File: src/design/qcfir_pkg.sv
`timescale 1ns / 1ps

package qcfir_pkg;

   localparam int SAMPLE_W    = 24;
   localparam int COEF_W      = 18;
   localparam int PROD_W      = SAMPLE_W + COEF_W;
   localparam int FRAC_BITS   = 17;
   localparam int TAP_INDEX_W = 6;
   localparam int TAP_COUNT_W = 7;
   localparam int IO_CHANNELS = 4;
   localparam int CSR_DATA_W  = 32;
   localparam int CSR_ADDR_W  = 3;

   localparam logic [TAP_COUNT_W-1:0] TAP_COUNT_RESET = 7'd64;

   // command codes
   localparam logic CMD_LOAD   = 1'b0;
   localparam logic CMD_SAMPLE = 1'b1;

   // register word index
   localparam logic REG_TAP_COUNT = 1'b0;

   typedef enum logic [1:0] {
      ST_IDLE,
      ST_RUN,
      ST_DRAIN,
      ST_FINISH
   } qcfir_state_type;

   typedef struct packed {
      logic                   shift;
      logic                   rotate;
      logic                   load;
      logic [TAP_INDEX_W-1:0] load_index;
   } qcfir_cell_ctrl_type;

   typedef struct packed {
      logic clear;
      logic use_tap;
   } qcfir_mac_ctrl_type;

endpackage

File: src/design/qcfir_cell.sv
`timescale 1ns / 1ps

// One tap position of the ring: a coefficient and a history sample per channel.
module qcfir_cell import qcfir_pkg::*; #(
   parameter int CHANNELS = 4,
   parameter int IDX      = 0
) (
   input  logic                       clock,
   input  logic                       reset,
   input  qcfir_cell_ctrl_type        ctrl,
   input  logic signed [SAMPLE_W-1:0] shift_sample [CHANNELS],
   input  logic signed [SAMPLE_W-1:0] ring_sample  [CHANNELS],
   input  logic signed [COEF_W-1:0]   ring_coef    [CHANNELS],
   input  logic signed [COEF_W-1:0]   load_coef    [CHANNELS],
   output logic signed [COEF_W-1:0]   coef_out     [CHANNELS],
   output logic signed [SAMPLE_W-1:0] sample_out   [CHANNELS]
);

   localparam bit REACHABLE = (IDX < (1 << TAP_INDEX_W));

   logic signed [COEF_W-1:0]   coef_ff   [CHANNELS];
   logic signed [COEF_W-1:0]   coef_in   [CHANNELS];
   logic signed [SAMPLE_W-1:0] sample_ff [CHANNELS];
   logic signed [SAMPLE_W-1:0] sample_in [CHANNELS];
   logic                       hit;

   assign hit = REACHABLE && (ctrl.load_index == TAP_INDEX_W'(IDX));

   always_comb begin
      coef_in   = coef_ff;
      sample_in = sample_ff;
      if (ctrl.rotate) begin
         coef_in   = ring_coef;
         sample_in = ring_sample;
      end else begin
         if (ctrl.shift) begin
            sample_in = shift_sample;
         end
         if (ctrl.load && hit) begin
            coef_in = load_coef;
         end
      end
   end

   always_ff @(posedge clock) begin
      if (reset) begin
         for (int c = 0; c < CHANNELS; c++) begin
            coef_ff[c]   <= '0;
            sample_ff[c] <= '0;
         end
      end else begin
         coef_ff   <= coef_in;
         sample_ff <= sample_in;
      end
   end

   assign coef_out   = coef_ff;
   assign sample_out = sample_ff;

endmodule

File: config.mk
export PLATFORM = sky130hd
export DESIGN_NAME = qcfir_cell
export DESIGN_NICKNAME = d
export VERILOG_FILES = /design/src/design/qcfir_pkg.sv /design/src/design/qcfir_cell.sv
export SDC_FILE = /design/constraint.sdc
export NUM_CORES = 1
export LEC_CHECK = 0
export BUFFER_PORTS_ARGS = -buffer_cell sky130_fd_sc_hd__buf_2
export CORE_AREA = 2 2 202 204
export DETAILED_ROUTE_END_ITERATION = 8
export DIE_AREA = 0 0 204 206
export PLACE_DENSITY_LB_ADDON = 0.2
export SYNTH_ARGS = -nofsm -noshare
export SYNTH_HDL_FRONTEND = slang
export SYNTH_SLANG_ARGS = --single-unit
File: constraint.sdc
create_clock -name clock -period 1.15 [get_ports clock]
set_input_delay 0 -clock clock [delete_from_list [all_inputs] [get_ports clock]]
set_output_delay 0 -clock clock [all_outputs]
set_load 0.03 [all_outputs]
=== Yosys cells after proc, flatten, opt, wreduce, memory -nomap -nowiden ===
Index checks and enable logic that the tools add are counted.

* Multiplexer cells: 4
* Reduce and logical (&&, ||, !) cells: 4

{| class="wikitable"
|+ Operator list
! kind !! count
|-
| two-way mux 96 bit || 2
|-
| two-way mux 72 bit || 2
|-
| zero test 6 bit || 1
|-
| nonzero test 2 bit || 2
|-
| logical AND 1 bit || 1
|}

* Register bits: 168
* Output and inout port bits: 168
* Word-level logic and storage cells: 16

=== Longest topological paths before layout ===
Gate-level depths: netlist of the first run.

* Depth in word-level cells: 4
* Mapped depth: 6

=== Least setup slack after synthesis of the first run ===
No wires, ideal clock.

* Path type: input-to-reg
* From: input ctrl[8] (netlist name)
* To: register sample_ff, in the netlist sample_out[54]
* Data arrival time: 0.975 ns
* Setup slack: 0.047 ns
* Stages on the path: 6
* Data required time: 1.022 ns
* Library setup time: 0.128 ns
* Cell sequence: buf_2 buf_2 buf_6 mux2_2 mux2i_1 nor2_1

* Longest elaborated chain between the ends: 1

{| class="wikitable"
|+ RTL lines
! element !! RTL line !! source
|-
| from (decl) || qcfir_cell.sv:10 || <nowiki>input qcfir_cell_ctrl_type ctrl,</nowiki>
|-
| nonzero test 2 bit (no line) || -- ||
|-
| to (signal assigned) || qcfir_cell.sv:53 || <nowiki>sample_ff <= sample_in;</nowiki>
|-
| to (decl) || qcfir_cell.sv:23 || <nowiki>logic signed [SAMPLE_W-1:0] sample_ff [CHANNELS];</nowiki>
|}

Every way passes these cells.
A chain may end at the register's enable or synchronous reset.

=== Worst setup path in the final report of the first run ===
* From: input load_coef[67] (netlist name)
* To: register coef_ff, in the netlist coef_out[67]

* Longest elaborated chain between the ends: 2

{| class="wikitable"
|+ RTL lines
! element !! RTL line !! source
|-
| from (decl) || qcfir_cell.sv:14 || <nowiki>input logic signed [COEF_W-1:0] load_coef [CHANNELS],</nowiki>
|-
| two-way mux 72 bit || qcfir_cell.sv:39 || <nowiki>if (ctrl.load && hit) begin</nowiki>
|-
| two-way mux 72 bit || qcfir_cell.sv:32 || <nowiki>if (ctrl.rotate) begin</nowiki>
|-
| to (signal assigned) || qcfir_cell.sv:52 || <nowiki>coef_ff <= coef_in;</nowiki>
|-
| to (decl) || qcfir_cell.sv:21 || <nowiki>logic signed [COEF_W-1:0] coef_ff [CHANNELS];</nowiki>
|}

Every way passes these cells. The select of a mux whose other input is x is not followed.

==> summary.md, run 1 <==
| Metric | Value |
|---|---|
| Seq/Total Area, Yosys | between 40% and 50% |
| Top post-synthesis cells by count | 168 x dfxtp_1, 168 x mux2i_1, 142 x a211oi_1, 96 x mux2_2, 96 x nor2_1 |
| Core Rows | 74 |
| GRT Total Usage | 14.4% |
| Highest Clock Rate | 859 MHz |
| Clk_skew | 0 ns |
| TritonRoute pass-1 iters | 4 |
| Crit Path Category | input pin to flip-flop |
| Min Tclk post-route | around 1.2 ns |
| Final HPWL from detailed placement | 21.8 mm |
| Sum of buffers and inverters on the critical path | 3 |
| Slowest stage delay, CP | 0.57 ns |
| Final hold slack | -0.0250 ns |
| Synth Net Count | 1102 |
| Die area | about 42000 µm² |
| Delay-heaviest family, CP | buffers and inverters |
| Via density | 4.24 |
| Core Region | 40200 µm² |
| Master of the slowest instance on the critical path | dlygate4sd3_1 |
| Ys async rst share | 0% |
| Worst skew pair latency | between 0.4 and 0.5 ns |
| Period utilization | 101% |
| WP data required | 1.50 ns |
| Total power | 17.0 mW |
| CTS Buf Count | 17 |
| Hold Path Origin | ring_coef[47] |
| I/O Pins | 515 |
| Final Hold Fails | 2 |
| Synth cell types | 13 |
| Routed WL | 32.1 mm |
| Hold WC Path Type | input pin to flip-flop |
| Core Util, Final | a little under two fifths |
| Ant diodes | 0 |
| Net count, final | 1936 |
| GR Overflow Total | 0 |
| Failing checks | negative hold slack, negative setup slack |
| Htree depth | 4 |
| Register Area | 3360 µm² |
| Die H | approximately 210 µm |
| Seq cells post-synth | 168 |
| Final setup margin | -0.0141 ns |
| Die W | 204 µm |
| Critical path data arrival time | about 1.5 ns |
| Run status | complete, but fails checks |
| Port buffer count | 514 |
| 1st-iter DRT viols | 226 |
| Mapped Cells | 755 |
| Main area contributors after synthesis | dfxtp_1 42%, mux2i_1 21%, mux2_2 13%, a211oi_1 13%, nor2_1 4.5% |
| Yosys top cell area share | 41.9% |
| Setup_tns | -0.0141 ns |
| Crit path from | load_coef[67] |
| Footprint of the multi-input gates | 4320 µm² |
| Maximum clock path buffer count | 2 |
| Largest net degree at the start of global routing | 55 |
| Crit-path max FO | 1 |
| Vias in the first global route | a little over 9000 |
| Critical path endpoint category | flip-flop |
| Count of pins over their slew limit | 0 |
| Crit path launch type | input pin |
| Critical Path, Cell by Cell | dlygate4sd3_1 -> buf_2 -> mux2i_1 -> dlygate4sd3_1 -> a211oi_1 |
| Leak pwr | around 7.3 nW |
| Worst-path clk slew | 0.07 ns |
| Initial Utilization | 20.0% |
| DRC Markers | 0 |
| CTS tree | built |
| CTS root buf | clkbuf_16 |
| Vias | just over 9000 |
| Post-route ant nets | 0 |
| Critical Path Most Common Cell | dlygate4sd3_1 |
| Fill count | 3990 |
| Synth warn | 0 |
| Max_cap viols | 0 |
| Layout area overhead | 91.9% |
| Detail-routed net length per standard cell | 15.1 µm |
| Fraction of layout cells with a size suffix above 1 | 43.8% |
| Max rail drop VDD | 0.778 mV |
| Post-synth EDFFs | 0 |
| Global-route wire length before repair | 48.0 mm |
| Slew headroom | 77.7% |
| Ys flop type | dfxtp_1 |
| # setup viols final | 1 |
| Clk sink count | 168 |
| Final Wtd Congestion | 0.778 |
| Worst-margin pin slew | between 0.3 and 0.4 ns |
| Power per cell area | 1100 nW/µm² |
| Initial antenna violation count | 0 |
| Mapped cell area | 8030 µm² |
| Reg2Reg Launch Point | sample_out[0]$_SDFFE_PP0P_ |
| Syn avg cell area | 10.6 µm² |
| Area leader, netlist | dfxtp_1 |
## state kept, by name (all words and copies together) (netlist names)
name and count:
sample_out 96, coef_out 72
## final timing paths
path                                      to  slack (ns)  depth (start not counted)
setup / recovery   coef_out[67]$_SDFFE_PP0P_       -0.01                          5
hold / removal     coef_out[47]$_SDFFE_PP0P_       -0.02                          3
setup reg to reg  sample_out[0]$_SDFFE_PP0P_        0.22                          3
hold reg to reg    coef_out[44]$_SDFFE_PP0P_        0.59                          2
## layer usage
metal  up-vias  GRT usage, %  wire [µm]
met3        55          4.30       2140
li1       4455             -          -
met2       354          25.7      15900
met1      4182          15.8      13100
met5         -             0          0
met4         0          6.44       1040
## tightest hold or removal path, delay by kind of cell
| family | cells | cell delay (ns) |
|---|---|---|
| muxes | 1 | 0.16 |
| buffers and inverters | 1 | 0.10 |
| AOI/OAI and AO/OA | 1 | 0.08 |
## cell type report
type / instances / share of cell area [%]
flip-flops and latches: 168 / 21.8
clock inverters: 12 / 0.755
repair buffers: 895 / 42.2
well taps: 532 / 4.32
clock buffers: 20 / 2.90
multi-input cells: 507 / 28.0
## per-stage QoR
stage          cell area [µm²]  cells  setup WS [ns]
3_5_place_dp             11400   1767         -0.109
3_3_place_gp             11400   1767        -0.0872
6_report                 15400   2134        -0.0141
5_1_grt                  15400   2134       -0.00621
4_1_cts                  15400   2137         0.0205
2_1_floorplan             8030    755         0.0472
## where the power goes
part | total [mW] | internal (mW) | switching (mW)
clock network | 5.72 | 3.07 | 2.65
registers | 6.47 | 6.25 | 0.220
logic | 4.77 | 2.43 | 2.34
## layout by cell type, fill, tap and decap left out, types with 17 or more instances in the layout
cell type / synthesis / final
nor2_1: 96 / 96
dfxtp_1: 168 / 168
mux2_2: 96 / 96
buf_12: 0 / 17
buf_4: 6 / 31
buf_2: 43 / 511
mux2i_1: 168 / 168
clkbuf_16: 0 / 17
a211oi_1: 142 / 131
dlygate4sd3_1: 0 / 335
## what timing repair did
action                                 CTS  global route
resized for setup                        0            11
hold buffers                           338             0
buffers inserted                         0             0
setup endpoints to repair                0            11
endpoints found under the hold margin  168             0
## logic make-up (layout without fill, tap and decap cells)
logic type             Yosys count  after routing  synth area share, %
buffers and inverters           80            927                 5.16
AOI/OAI and AO/OA              145            145                 13.7
muxes                          264            264                 34.4
DFF                            168            168                 41.9
and+or+nand+nor                 98             98                 4.88
(Power assumes the default switching activity.)
==> inputs of run 2 (changes only) <==
- SETUP_SLACK_MARGIN: unset -> 0.1
==> summary.md, run 2 (same netlist as run 1, synthesis figures left out) <==
| Metric | Value |
|---|---|
| Run status | complete, no violations |
| Clk_skew | 0 ns (unchanged) |
| Htree depth | 4 (unchanged) |
| Worst-margin pin slew | 0.318 ns (-0.0156 ns) |
| Initial Utilization | 20.0% (unchanged) |
| Count of pins over their slew limit | 0 (unchanged) |
| Delay-heaviest family, CP | flip-flops |
| Clock Power Share | 35.9% (+2.2 points) |
| NetSw | 5.18 mW (-0.56%) |
| Hold WC Path Type | input pin to flip-flop |
| Clk sink count | 168 (unchanged) |
| Global-route wire length before repair | 49.4 mm (+2.9%) |
| Sw frac | 29.5% (-1.3 points) |
| Via density | 4.25 (+0.33%) |
| # setup viols final | 0 (-1) |
| Worst-path clk slew | 0.07 ns (about the same) |
| Initial antenna violation count | 0 (unchanged) |
| Vias in the first global route | 9495 (+2.3%) |
| Die H | 206 µm (unchanged) |
| Sum of buffers and inverters on the critical path | 1 (-2) |
| Most frequent cells in the layout | 470 x buf_2, 333 x dlygate4sd3_1, 168 x mux2i_1 |
| Critical path data arrival time | 1.01 ns (-0.51 ns) |
| Post-route ant nets | 0 (unchanged) |
| Commonest non-fill, non-tap cell in the layout | buf_2 |
| Crit Path Category | flip-flop to output pin |
| Min Tclk post-route | 1.01 ns (-0.150 ns) |
| Fraction of layout cells with a size suffix above 1 | 44.4% (+0.57 points) |
| Vias | 9123 (+0.85%) |
| Cell Int Power | 12.4 mW (+5.5%) |
| Layout area overhead | 94.7% |
| Detail-routed net length per standard cell | 15.5 µm (+2.7%) |
| Net count, final | 1947 (+0.57%) |
| Core Util, Final | 38.9% (+0.56 points) |
| Die W | 204 µm (unchanged) |
| TritonRoute pass-1 iters | 4 (unchanged) |
| Max rail drop VDD | 0.886 mV (+14%) |
| WP data required | 1.15 ns (-0.35 ns) |
| Die area | 42000 µm² (unchanged) |
| I/O Pins | 515 (unchanged) |
| Setup_tns | 0 ns (+0.0141 ns) |
| Power per cell area | 1120 nW/µm² (+2.2%) |
| Master of the slowest instance on the critical path | dfxtp_1 |
| Combinational share of power | 27.1% (-1.0 points) |
| Core Rows | 74 (unchanged) |
| Sequential Power Share | 36.9% (-1.3 points) |
| Critical path endpoint category | output pin |
| Leak pwr | 7.45 nW (+1.4%) |
| Maximum clock path buffer count | 2 (unchanged) |
| Crit-path max FO | 2 (+1) |
| GRT Total Usage | 14.9% (+0.48 points) |
| Crit path launch type | flip-flop |
| Final Hold Fails | 0 (-2) |
| CTS root buf | clkbuf_16 |
| DRC Markers | 0 (unchanged) |
| Unrepaired setup endpoints after global routing | no |
| Final HPWL from detailed placement | 22.2 mm (+1.7%) |
| CTS tree | built |
| Critical Path, Cell by Cell | clkbuf_4 |
| Port buffer count | 514 (unchanged) |
| 1st-iter DRT viols | 228 (+0.88%) |
| Max_cap viols | 0 (unchanged) |
| Worst skew pair latency | 0.44 ns (about the same) |
| Highest Clock Rate | 986 MHz (+15%) |
| Slew headroom | 78.2% (+0.50 points) |
| Largest net degree at the start of global routing | 42 (-24%) |
| CTS Buf Count | 17 (unchanged) |
| Core Region | 40200 µm² (unchanged) |
| Slowest stage delay, CP | 0.36 ns (-0.21 ns) |
| Ant diodes | 0 (unchanged) |
| Routed WL | 33.2 mm (+3.2%) |
| Max FFs per register | 96 (unchanged) |
| GR Overflow Total | 0 (unchanged) |
| Final Wtd Congestion | 0.746 (-4.1%) |
| Period utilization | 88.2% (-13 points) |
==> run 2: cell types whose count changed in the layout (fill, tap and decap cells not counted), sizes merged <==
cell,delta
buf,-2
bufinv,+3
clkbuf,+13
clkinv,+1
clkinvlp,-2
dlygate4sd3,-2
==> run 2: metal layers <==
metal	GRT usage [%]	wire length (µm)
met2	27.6	16900
met5	0	0
met3	3.33	1940
met1	16.5	13500
met4	5.93	867
==> run 2: worst paths after layout <==
kind | to | slack (ns) | from | cells after the start
max | coef_out[14] | 0.14 | coef_out[14]$_SDFFE_PP0P_ | 1
min | coef_out[60]$_SDFFE_PP0P_ | 0.03 | ring_coef[60] | 3
max reg2reg | sample_out[69]$_SDFFE_PP0P_ | 0.23 | sample_out[69]$_SDFFE_PP0P_ | 3
min reg2reg | coef_out[34]$_SDFFE_PP0P_ | 0.59 | coef_out[34]$_SDFFE_PP0P_ | 2
==> run 2: cell type report <==
type                            instances  area [µm²]
Clock buffer                           18         439
Sequential cell                       168        3370
Tap cell                              532         666
Clock inverter                         14         193
Fill cell                            3926       24500
Multi-Input combinational cell        507        4290
Timing Repair Buffer                  906        6680
==> run 2: power by group through the flow <==
stage	sequential, mW	clock, mW	combinational [mW]
floorplan	7.44	0	1.41
global placement	6.62	0	3.79
detailed placement	6.61	0	3.81
CTS	6.49	6.60	4.73
global route	6.54	6.78	5.10
finish	6.49	6.32	4.77
==> run 2: stage by stage <==
step	power [mW]	setup WS [ns]	std cells	hold slack (ns)	cell area [µm²]
2_1_floorplan	8.85	0.111	755	0.147	8030
3_3_place_gp	10.4	-0.0552	1780	0.232	11500
3_5_place_dp	10.4	-0.0787	1780	0.241	11500
4_1_cts	17.8	0.100	2145	0.00446	15500
5_1_grt	18.4	0.0887	2145	0.0151	15600
6_report	17.6	0.136	2145	0.0295	15600
==> run 2: what timing repair did <==
| action | in CTS | in global routing |
|---|---|---|
| endpoints found under the hold margin | 166 | 5 |
| setup buffers | 0 | 0 |
| hold buffers | 333 | 5 |
| resized for setup | 19 | 42 |
| endpoints found under the setup margin | 16 | 32 |
