--- src/design/qcfir_pkg.sv ---
`timescale 1ns / 1ps

package qcfir_pkg;

   localparam int SAMPLE_W    = 24;
   localparam int COEF_W      = 18;
   localparam int PROD_W      = SAMPLE_W + COEF_W;
   localparam int FRAC_BITS   = 17;
   localparam int TAP_INDEX_W = 6;
   localparam int TAP_COUNT_W = 7;
   localparam int IO_CHANNELS = 4;
   localparam int CSR_DATA_W  = 32;
   localparam int CSR_ADDR_W  = 3;

   localparam logic [TAP_COUNT_W-1:0] TAP_COUNT_RESET = 7'd64;

   // command codes
   localparam logic CMD_LOAD   = 1'b0;
   localparam logic CMD_SAMPLE = 1'b1;

   // register word index
   localparam logic REG_TAP_COUNT = 1'b0;

   typedef enum logic [1:0] {
      ST_IDLE,
      ST_RUN,
      ST_DRAIN,
      ST_FINISH
   } qcfir_state_type;

   typedef struct packed {
      logic                   shift;
      logic                   rotate;
      logic                   load;
      logic [TAP_INDEX_W-1:0] load_index;
   } qcfir_cell_ctrl_type;

   typedef struct packed {
      logic clear;
      logic use_tap;
   } qcfir_mac_ctrl_type;

endpackage

--- src/design/qcfir_mac.sv ---
`timescale 1ns / 1ps

// Per-channel multiply-accumulate at the ring head, with Q1.17 rounding and clamp.
module qcfir_mac import qcfir_pkg::*; #(
   parameter int TAPS = 64
) (
   input  logic                       clock,
   input  logic                       reset,
   input  qcfir_mac_ctrl_type         ctrl,
   input  logic signed [COEF_W-1:0]   coef,
   input  logic signed [SAMPLE_W-1:0] sample,
   output logic signed [SAMPLE_W-1:0] result
);

   localparam int ACC_W = PROD_W + $clog2(TAPS + 1) + 1;
   localparam logic signed [ACC_W-1:0] HALF    = ACC_W'(1) << (FRAC_BITS - 1);
   localparam logic signed [ACC_W-1:0] SAT_MAX = ACC_W'((1 << (SAMPLE_W - 1)) - 1);
   localparam logic signed [ACC_W-1:0] SAT_MIN = ~SAT_MAX;

   logic signed [PROD_W-1:0] prod_ff;
   logic                     use_ff;
   logic signed [ACC_W-1:0]  acc_ff;
   logic signed [ACC_W-1:0]  acc_in;
   logic signed [ACC_W-1:0]  rounded;
   logic signed [ACC_W-1:0]  scaled;

   always_comb begin
      if (ctrl.clear) begin
         acc_in = '0;
      end else if (use_ff) begin
         acc_in = acc_ff + ACC_W'(prod_ff);
      end else begin
         acc_in = acc_ff;
      end
   end

   always_ff @(posedge clock) begin
      if (reset) begin
         use_ff <= 1'b0;
      end else begin
         use_ff <= ctrl.use_tap;
      end
   end

   always_ff @(posedge clock) begin
      prod_ff <= coef * sample;
      acc_ff  <= acc_in;
   end

   // floor((acc + 2^16) / 2^17), then clamp to 24 bits
   assign rounded = acc_ff + HALF;
   assign scaled  = rounded >>> FRAC_BITS;

   always_comb begin
      if (scaled > SAT_MAX) begin
         result = SAT_MAX[SAMPLE_W-1:0];
      end else if (scaled < SAT_MIN) begin
         result = SAT_MIN[SAMPLE_W-1:0];
      end else begin
         result = scaled[SAMPLE_W-1:0];
      end
   end

endmodule

--- config.mk ---
export PLATFORM = sky130hd
export DESIGN_NAME = qcfir_mac
export DESIGN_NICKNAME = d
export VERILOG_FILES = /design/src/design/qcfir_pkg.sv /design/src/design/qcfir_mac.sv
export SDC_FILE = /design/constraint.sdc
export NUM_CORES = 1
export LEC_CHECK = 0
export BUFFER_PORTS_ARGS = -buffer_cell sky130_fd_sc_hd__buf_4
export CAP_MARGIN = 20
export CORE_UTILIZATION = 25
export CTS_CLUSTER_DIAMETER = 60
export DETAILED_ROUTE_END_ITERATION = 16
export SLEW_MARGIN = 20
export SYNTH_ARGS = -nofsm -noshare
export SYNTH_HDL_FRONTEND = slang
export SYNTH_SLANG_ARGS = --single-unit
--- constraint.sdc ---
create_clock -name clock -period 8.9 [get_ports clock]
set_input_delay 1.335 -clock clock [delete_from_list [all_inputs] [get_ports clock]]
set_output_delay 1.335 -clock clock [all_outputs]
set_load 0.02 [all_outputs]
-- Word-level counts from Yosys, hierarchy flattened
Index checks and enable logic that the tools add are counted.
- mux-type cells: 2
- magnitude comparators: 2
- $add $sub $neg: 2
- multipliers: 1
- operators with widths (cell ; count):
    $add A50 B18 Y50 const B ; 1
    $add A50 B42 Y50 ; 1
    $mux W24 ; 2
    $mul A18 B24 Y42 ; 1
    $gt A33 B24 Y1 const B ; 1
    $lt A33 B24 Y1 const B ; 1
- input bits: 46
- output and inout port bits: 24
- word-level logic and storage cells: 10
- bits in registers: 93

-- Longest topological paths before layout
Gate-level depths: netlist (run 1).
- word-level depth: 4
- gate-level depth with buffers: 26
- mapped depth without buffers: 24

-- Least setup slack after synthesis (run 1)
OpenSTA, ideal clock, no wires.
- kind: input -> register
- from: in coef[4]
- to: reg prod_ff[41]
- setup slack: 1.323 ns
- setup time: 0.121 ns
- buffers on the path: 1
- arrival: 7.456 ns
- data required time: 8.779 ns
- stages on the path: 21
- cells stage by stage: clkbuf_1 -> nand2_1 -> fa_1 -> inv_1 -> fa_1 -> inv_1 -> fa_1 -> fa_1 -> fa_1 -> fa_1 -> inv_1 -> ha_1 -> nand2_1 -> or3_1 -> a2111oi_0 -> and4bb_2 -> o31ai_1 -> o31ai_1 -> nand2b_1 -> a21oi_1 -> xnor2_1
- cells in the longest elaborated chain, start to end: 1
- ends and longest elaborated chain (item ; line ; source):
    start, declared ; qcfir_mac.sv:10 ; input logic signed [COEF_W-1:0] coef,
    $mul A18 B24 Y42 ; qcfir_mac.sv:46 ; prod_ff <= coef * sample;
    end signal, assigned ; qcfir_mac.sv:46 ;
    end, declared ; qcfir_mac.sv:20 ; logic signed [PROD_W-1:0] prod_ff;
Every way passes these cells.
A chain may end at the register's enable or synchronous reset.

-- Worst setup path after layout (run 1)
- from: in coef[5]
- to: reg prod_ff[41]
Same word-level chain as after synthesis.

==> results.txt, run 1 <==
- In this run the most critical hold path is launched from acc_ff[4]$_SDFFE_PP0P_.
- Excluding fillers, the count of instances in the completed layout stands at 3,649.
- The total area inside the core boundary comes to 0.08541 mm².
- First-pass iteration count of the detailed router: 7
- The worst register-to-register path begins at acc_ff[0]$_SDFFE_PP0P_.
- Post-Syn Nets: 3,140
* Signed area change from the synthesized netlist to the final layout: 8.792%
- First-pass GRT wire length: 91,360 µm
- The number of cells on the worst reg-to-reg path is 13.
- Class of the tightest hold or removal check: reg2reg
* Final global-route overflow total: 0
- Sequential cell area: 0.001863 mm²
- Post-detailed-placement half-perimeter wirelength: 45,420 µm
- In this run the number of H-tree levels came out at 3.
* Time the worst path needs with I/O delays and setup: 7.820 ns
* Via count: 16,110
* DRT antenna net count: 0
- Clk slew on worst S/H paths: 0.07 ns
- Setup fix buffers added after clock tree synthesis: 0
- Number of resized instances in the post-cts repair step: 0
- The final layout contains routed wiring with a total length of 54,940 µm.
- Required time of the critical path: 9.14 ns
* Die boundary height: 296.0 µm
- Maximum fanout along the worst path: 24
- Synthesized-area fraction occupied by xor and xnor cells: 0.04338
- The flow ran to the end, and the final reports show no timing, DRC or antenna violations.
- Area share of fa/ha/maj cells after synthesis: 0.4845
- The via count of the first global-routing pass is 16,820.
* WS Path Type: in2reg
- Max-capacitance violation count: 0
- After synthesis, the mean cell area works out to 8.597 µm².
* Routed vias/inst: 4.414
* Post-route DRC: 0
* Headroom to the max-slew limit: 0.4049
- Share of the yosys chip area belonging to registers: 0.08618
* Number of enable-type register cells in the synthesized netlist: 0
- Most frequent cells in the layout: sky130_fd_sc_hd__inv_1, sky130_fd_sc_hd__fa_1, sky130_fd_sc_hd__nand2_1
- Counting the fill cells in the layout gives 9,252.
- Horizontal die dimension: 296.0 µm
* Number of buffers created by CTS: 9
* I/O pin cnt: 70
* TritonCTS clock tree: yes
* Proportion of layout cells with a drive suffix above 1: 0.04830
* Placed Cells: 3,632
* Number of synthesis warnings: 0
* Main flop type after synthesis: sky130_fd_sc_hd__dfxtp_1
* Post-CTS Hold Buffers: 0
* Unique cell type count in the Yosys netlist: 79
- Slew @ Worst Pin: 0.8927 ns
- Of the total synthesized cell area, the portion taken by AND, OR, NAND and NOR gates is 0.1673.
- Routability-driven placement finished with a final weighted congestion of 0.8688.
- Final nets: 3,127
- Setup repair after global routing left no endpoint under its margin.
- STA classifies the critical path endpoint as a flip-flop.
- The clock passes through at most 2 buffers.
- Seq cells post-synth: 93
- The endpoint identified for the worst register-to-register timing path is acc_ff[42]$_SDFFE_PP0P_.
* Largest family of logic cells by synthesized area: adder cells
* Number of antenna diodes: 0
- Ys async rst share: 0
- STA classifies the critical path startpoint as an input port.
* Hold slack: 0.4689 ns
* Count of final setup violators: 0
- Synthesized area: 0.02160 mm²
- Compound-Gate Fraction of Synth Area: 0.09261
- Clk Latency, worst-skew pair: 0.36 ns
- Largest net degree at the start of global routing: 56
* Total number of clock tree sinks: 93
- Hold-critical path depth: 2
- Final-report max-slew violation count: 0
- In the global route stage, overall resource usage came out at 0.1301.
- Post-route clock period utilization: 0.8787
* Leading post-synthesis cells by cell area: sky130_fd_sc_hd__fa_1, sky130_fd_sc_hd__inv_1, sky130_fd_sc_hd__ha_1, sky130_fd_sc_hd__dfxtp_1, sky130_fd_sc_hd__nand2_1
* Most area-hungry cell type in the Yosys netlist: sky130_fd_sc_hd__fa_1
* Post-synthesis instance total: 2,513
* Antenna violations before repair: 0
- After synthesis, the share of cell area in mux cells is 0.01344.
* Starting density of the core: 0.2529
- Capture endpoint of the worst hold path: acc_ff[4]$_SDFFE_PP0P_
- Of the post-synthesis cell area, the dominant cell type holds 0.3948.
* Multi-input gate area in the final layout: 0.01731 mm²
* Post-DR wirelength/cell: 15.06 µm
* Reg-to-reg setup timing slack: 5.15 ns
- Input and output buffers added on the ports amount to 69.
- Number of failing hold endpoints at the final stage: 0
* Total Negative Setup Slacks: 0 ns
- Derived from the worst setup path, the maximum achievable clock frequency is 127.9 MHz.
* Arrival time at the worst endpoint: 8.06 ns
- Die ar.: 0.08759 mm²
- Number of rows created at floorplan: 107
- For this block, the initial DRC count from the detailed router was 877.
- The cell sitting at the root of the clock tree is a sky130_fd_sc_hd__clkbuf_16.
- Leaving out fill and tap cells, the most frequent cell in the layout is sky130_fd_sc_hd__inv_1.
- On the final layout, the worst clock skew is 0.008015 ns.
-- synthesized netlist by cell type (8+ instances only) --
cell and n:
sky130_fd_sc_hd__o21ai_0 39, sky130_fd_sc_hd__nor2_1 122, sky130_fd_sc_hd__and2_1 147, sky130_fd_sc_hd__mux2i_1 29, sky130_fd_sc_hd__a21o_1 47, sky130_fd_sc_hd__nand4_1 17
sky130_fd_sc_hd__xnor2_1 72, sky130_fd_sc_hd__dfxtp_1 93, sky130_fd_sc_hd__and3_1 16, sky130_fd_sc_hd__ha_1 155, sky130_fd_sc_hd__inv_1 537, sky130_fd_sc_hd__a211oi_1 18
sky130_fd_sc_hd__nor3_1 20, sky130_fd_sc_hd__a21oi_1 86, sky130_fd_sc_hd__o21a_1 14, sky130_fd_sc_hd__nand3_1 32, sky130_fd_sc_hd__nand2_1 331, sky130_fd_sc_hd__o21ai_1 18
sky130_fd_sc_hd__fa_1 426, sky130_fd_sc_hd__xor2_1 35, sky130_fd_sc_hd__clkbuf_1 91, sky130_fd_sc_hd__nor2b_1 8, sky130_fd_sc_hd__o21bai_1 24, sky130_fd_sc_hd__nand2b_1 17
sky130_fd_sc_hd__or3_1 9
-- layer usage --
layer	global-route usage	up-vias	wire length [µm]
met5	0	-	0
met4	0.02074	0	593
met3	0.01574	40	2995
met2	0.2088	374	24270
met1	0.1889	8020	27080
li1	-	7674	-
-- state kept, by name, summed over array words and instances (netlist names) --
name / count
prod_ff: 42
use_ff: 1
acc_ff: 50
-- worst max path at each step --
stage | start | endpoint | slack, ns | depth (start not counted)
after CTS | coef[5] | prod_ff[41]$_DFF_P_ | 1.09 | 21
after floorplan | coef[4] | prod_ff[41]$_DFF_P_ | 1.32 | 21
after global routing | coef[5] | prod_ff[41]$_DFF_P_ | 0.70 | 21
after detailed placement | coef[5] | prod_ff[41]$_DFF_P_ | 0.70 | 21
final | coef[5] | prod_ff[41]$_DFF_P_ | 1.08 | 21
after global placement | coef[5] | prod_ff[41]$_DFF_P_ | 0.75 | 21
-- logic make-up after synthesis --
kind of cell | Yosys count
multiplexers | 29
buffers and inverters | 641
adder cells (fa/ha/maj) | 581
AO/OA/AOI/OAI | 306
AND/OR/NAND/NOR | 756
XOR/XNOR | 107
flip-flops | 93
-- through the flow --
step,utilization,cell area (µm²),worst slack [ns]
finish,0.2752,23500,1.080
global route,0.2752,23500,0.6973
detailed placement,0.2717,23210,0.7047
floorplan,-,21600,1.323
CTS,0.2750,23490,1.092
global placement,0.2717,23210,0.7454
-- final cells by class --
type	instances	share of cell area
sequential	93	0.07927
multi-input combinational	1779	0.7365
clock buffer	11	0.01033
timing repair buffer	78	0.02507
clock inverter	5	0.001810
tap	1144	0.06090
inverter	539	0.08608
-- worst max-delay path: stages --
cell and delay [ns]:
sky130_fd_sc_hd__buf_4 0.25, sky130_fd_sc_hd__nand2_1 0.12, sky130_fd_sc_hd__fa_1 0.56, sky130_fd_sc_hd__inv_1 0.15, sky130_fd_sc_hd__fa_1 0.84, sky130_fd_sc_hd__inv_1 0.19
sky130_fd_sc_hd__fa_1 0.56, sky130_fd_sc_hd__fa_1 0.44, sky130_fd_sc_hd__fa_1 0.51, sky130_fd_sc_hd__fa_1 0.54, sky130_fd_sc_hd__inv_1 0.04, sky130_fd_sc_hd__ha_1 0.35
sky130_fd_sc_hd__nand2_1 0.11, sky130_fd_sc_hd__or3_1 0.31, sky130_fd_sc_hd__a2111oi_0 0.60, sky130_fd_sc_hd__and4bb_2 0.32, sky130_fd_sc_hd__o31ai_1 0.38, sky130_fd_sc_hd__o31ai_1 0.13
sky130_fd_sc_hd__nand2b_1 0.08, sky130_fd_sc_hd__a21oi_1 0.07, sky130_fd_sc_hd__xnor2_1 0.13
Power of run 1 is not shown: default switching activity piles up to over one toggle a cycle in this logic, so the estimate is an artifact.
==> run 2: changes to the inputs <==
CORE_ASPECT_RATIO = 0.5   (was default)
SLEW_MARGIN = default   (was 20)
==> results.txt, run 2 (synthesis gave the netlist of run 1 again) <==
* Largest net degree at the start of global routing: 56 (unchanged)
- The worst register-to-register path ends at acc_ff[42]$_SDFFE_PP0P_.
* R2r worst-path depth: 13 (unchanged)
- Leading registers by flop count: acc_ff: 50 flops, prod_ff: 42 flops, use_ff: 1 flops
- Routed vias/inst: 4.461 (+1.1%)
* Commonest non-fill, non-tap cell in the layout: sky130_fd_sc_hd__inv_1
- The quantity of gates resized following cts is 0 (unchanged).
- The required time of the worst setup path was 9.14 ns (about the same).
- The final count of negative-setup-slack endpoints was 0 (unchanged).
- The critical path starts at coef[6].
- The detailed-routing iteration count for the pre-antenna-repair pass came to 5 (-2).
* Proportion of layout cells with a drive suffix above 1: 0.04752 (-0.0007794)
* Total Negative Setup Slacks: 0 ns (unchanged)
* Buffer depth of the longest clock path: 2 (unchanged)
- The number of buffers created by CTS is 9 (unchanged).
* Top Usage Layer GRT: met2
- The maximum operating frequency was 129.5 MHz (+1.3%).
- Met1 GRT Util: 0.1775 (-0.01142)
- Register with the most flip-flops: acc_ff
- The pin slew with the least headroom to its limit is 0.9650 ns (+0.07234 ns).
* I/O Buffers: 69 (unchanged)
- TritonCTS clock tree: yes
* Post-route DRC: 0 (unchanged)
- Antenna violations before repair: 0 (unchanged)
- Met2 capacity usage during global routing: 0.2191 (+0.01036)
- The overall die height is 209.9 µm (-29%).
- Root buf cell: sky130_fd_sc_hd__clkbuf_16
- The number of antenna repair diodes is 0 (unchanged).
- The total via count in the routed design came to 16,320 (+1.3%).
* Flip-flop count of the largest register, all copies and words added: 50 (unchanged)
* Max-capacitance violation count: 0 (unchanged)
- The met3 track utilization from global routing was 0.01774 (+0.002004).
- The residual overflow from global routing came to 0 (unchanged).
* Setup repair after global routing missed its margin: no
- Clk Latency, worst-skew pair: 0.35 ns (about the same)
- The detailed-placement wirelength estimate came to 45,260 µm (-0.36%).
- The number of levels in the clock H-tree came to 3 (unchanged).
- Most frequent cells in the layout: sky130_fd_sc_hd__inv_1, sky130_fd_sc_hd__fa_1, sky130_fd_sc_hd__nand2_1
- The via count of the first global-routing pass came to 17,120 (+1.8%).
- The initial core utilization is 0.2552 (+0.002303).
* Worst-case clock skew: 0.005394 ns (-0.002621 ns)
* Arrival time at the worst endpoint: 7.96 ns (-0.10 ns)
* Reg-to-reg setup timing slack: 5.08 ns (-0.07 ns)
- Reg-to-Reg Start: acc_ff[0]$_SDFFE_PP0P_
- Run status: finished clean
* Category of the worst setup path launch point: input port
- Maximum fanout along the worst path: 24 (unchanged)
* First-pass GRT wire length: 92,190 µm (+0.91%)
- Signed area change from the synthesized netlist to the final layout: 8.838% (about the same)
* Post-CTS Hold Buffers: 0 (unchanged)
* Hold slack: 0.4732 ns (+0.004261 ns)
* Final-report max-slew violation count: 0 (unchanged)
* Wire length after detailed routing: 56,050 µm (+2.0%)
- Core region area: 0.08464 mm² (-0.90%)
* Hold-critical path depth: 2 (unchanged)
* WS Path Type: in2reg
- The worst hold path begins at acc_ff[4]$_SDFFE_PP0P_.
- Time the worst path needs with I/O delays and setup: 7.722 ns (-0.09868 ns)
* I/O pin cnt: 70 (unchanged)
* Capture endpoint of the worst hold path: acc_ff[4]$_SDFFE_PP0P_
- The number of clock sinks is 93 (unchanged).
- The number of placement rows was 75 (-30%).
- The worst setup path is captured at a flip-flop.
- Final nets: 3,126 (-0.032%)
- The die outline area was 0.08766 mm² (about the same).
* Post-DR wirelength/cell: 15.32 µm (+1.7%)
- The clock-pin slew on the worst setup and hold paths is 0.06 ns (about the same).
- Number of failing hold endpoints at the final stage: 0 (unchanged)
- The routability-driven placement congestion ratio was 0.8847 (+1.8%).
- Post-route clock period utilization: 0.8676 (-0.01109)
* Horizontal die dimension: 417.7 µm (+41%)
- Headroom to the max-slew limit: 0.3566 (-0.04823)
- The global-route usage over all layers was 0.1313 (+0.001282).
* DRT antenna net count: 0 (unchanged)
- Setup fix buffers added after clock tree synthesis: 0 (unchanged)
- First DRT Iteration DRCs: 924 (+5.4%)
- Class of the tightest hold or removal check: reg2reg
-- run 2: cell count changes in the layout (fill, tap and decap cells not counted) --
cell                        previous run  this run
sky130_fd_sc_hd__inv_6                 2         1
sky130_fd_sc_hd__clkbuf_8              1         0
sky130_fd_sc_hd__clkbuf_1              1         2
sky130_fd_sc_hd__bufinv_16             0         1
sky130_fd_sc_hd__clkinv_4              2         1
sky130_fd_sc_hd__buf_6                 1         0
sky130_fd_sc_hd__clkinv_2              0         1
-- run 2: how the worst max path moves through the flow --
stage          slack, ns  cells after the start             endpoint
2_1_floorplan       1.32                     21  prod_ff[41]$_DFF_P_
3_3_place_gp        0.86                     21  prod_ff[41]$_DFF_P_
3_5_place_dp        0.72                     21  prod_ff[41]$_DFF_P_
4_1_cts             1.11                     21  prod_ff[41]$_DFF_P_
5_1_grt             0.72                     21  prod_ff[41]$_DFF_P_
6_report            1.18                     21  prod_ff[41]$_DFF_P_
-- run 2: worst max-delay path, cell delays in order --
cell and delay (ns):
sky130_fd_sc_hd__buf_4 0.26, sky130_fd_sc_hd__nand2_1 0.21, sky130_fd_sc_hd__fa_1 0.53, sky130_fd_sc_hd__inv_1 0.08, sky130_fd_sc_hd__fa_1 0.87, sky130_fd_sc_hd__inv_1 0.19, sky130_fd_sc_hd__fa_1 0.56, sky130_fd_sc_hd__fa_1 0.45
sky130_fd_sc_hd__fa_1 0.52, sky130_fd_sc_hd__fa_1 0.55, sky130_fd_sc_hd__inv_1 0.04, sky130_fd_sc_hd__ha_1 0.37, sky130_fd_sc_hd__nand2_1 0.12, sky130_fd_sc_hd__or3_1 0.31, sky130_fd_sc_hd__a2111oi_0 0.47, sky130_fd_sc_hd__and4bb_2 0.32
sky130_fd_sc_hd__o31ai_1 0.37, sky130_fd_sc_hd__o31ai_1 0.13, sky130_fd_sc_hd__nand2b_1 0.09, sky130_fd_sc_hd__a21oi_1 0.08, sky130_fd_sc_hd__xnor2_1 0.12
-- run 2: final cells by class --
class                           count  area (µm²)
Clock buffer                       11       232.7
Tap cell                         1155        1445
Multi-Input combinational cell   1779       17310
Timing Repair Buffer               77       578.1
Clock inverter                      5       60.06
Inverter                          539        2023
Sequential cell                    93        1863
Fill cell                        9094       61130
-- run 2: metrics by stage --
step	cell area (µm²)	setup slack, ns	utilization	cells
6_report	23510	1.178	0.2778	3659
5_1_grt	23510	0.7207	0.2778	3659
4_1_cts	23510	1.105	0.2778	3659
3_5_place_dp	23220	0.7151	0.2743	3643
3_3_place_gp	23220	0.8567	0.2743	3643
2_1_floorplan	21600	1.323	-	2513
-- run 2: metal layers --
layer	vias up	part of all wire
met2	469	0.46
li1	7679	-
met4	0	0.024
met5	-	0
met1	8095	0.45
met3	79	0.061
Power of run 2 is left out for the same reason.
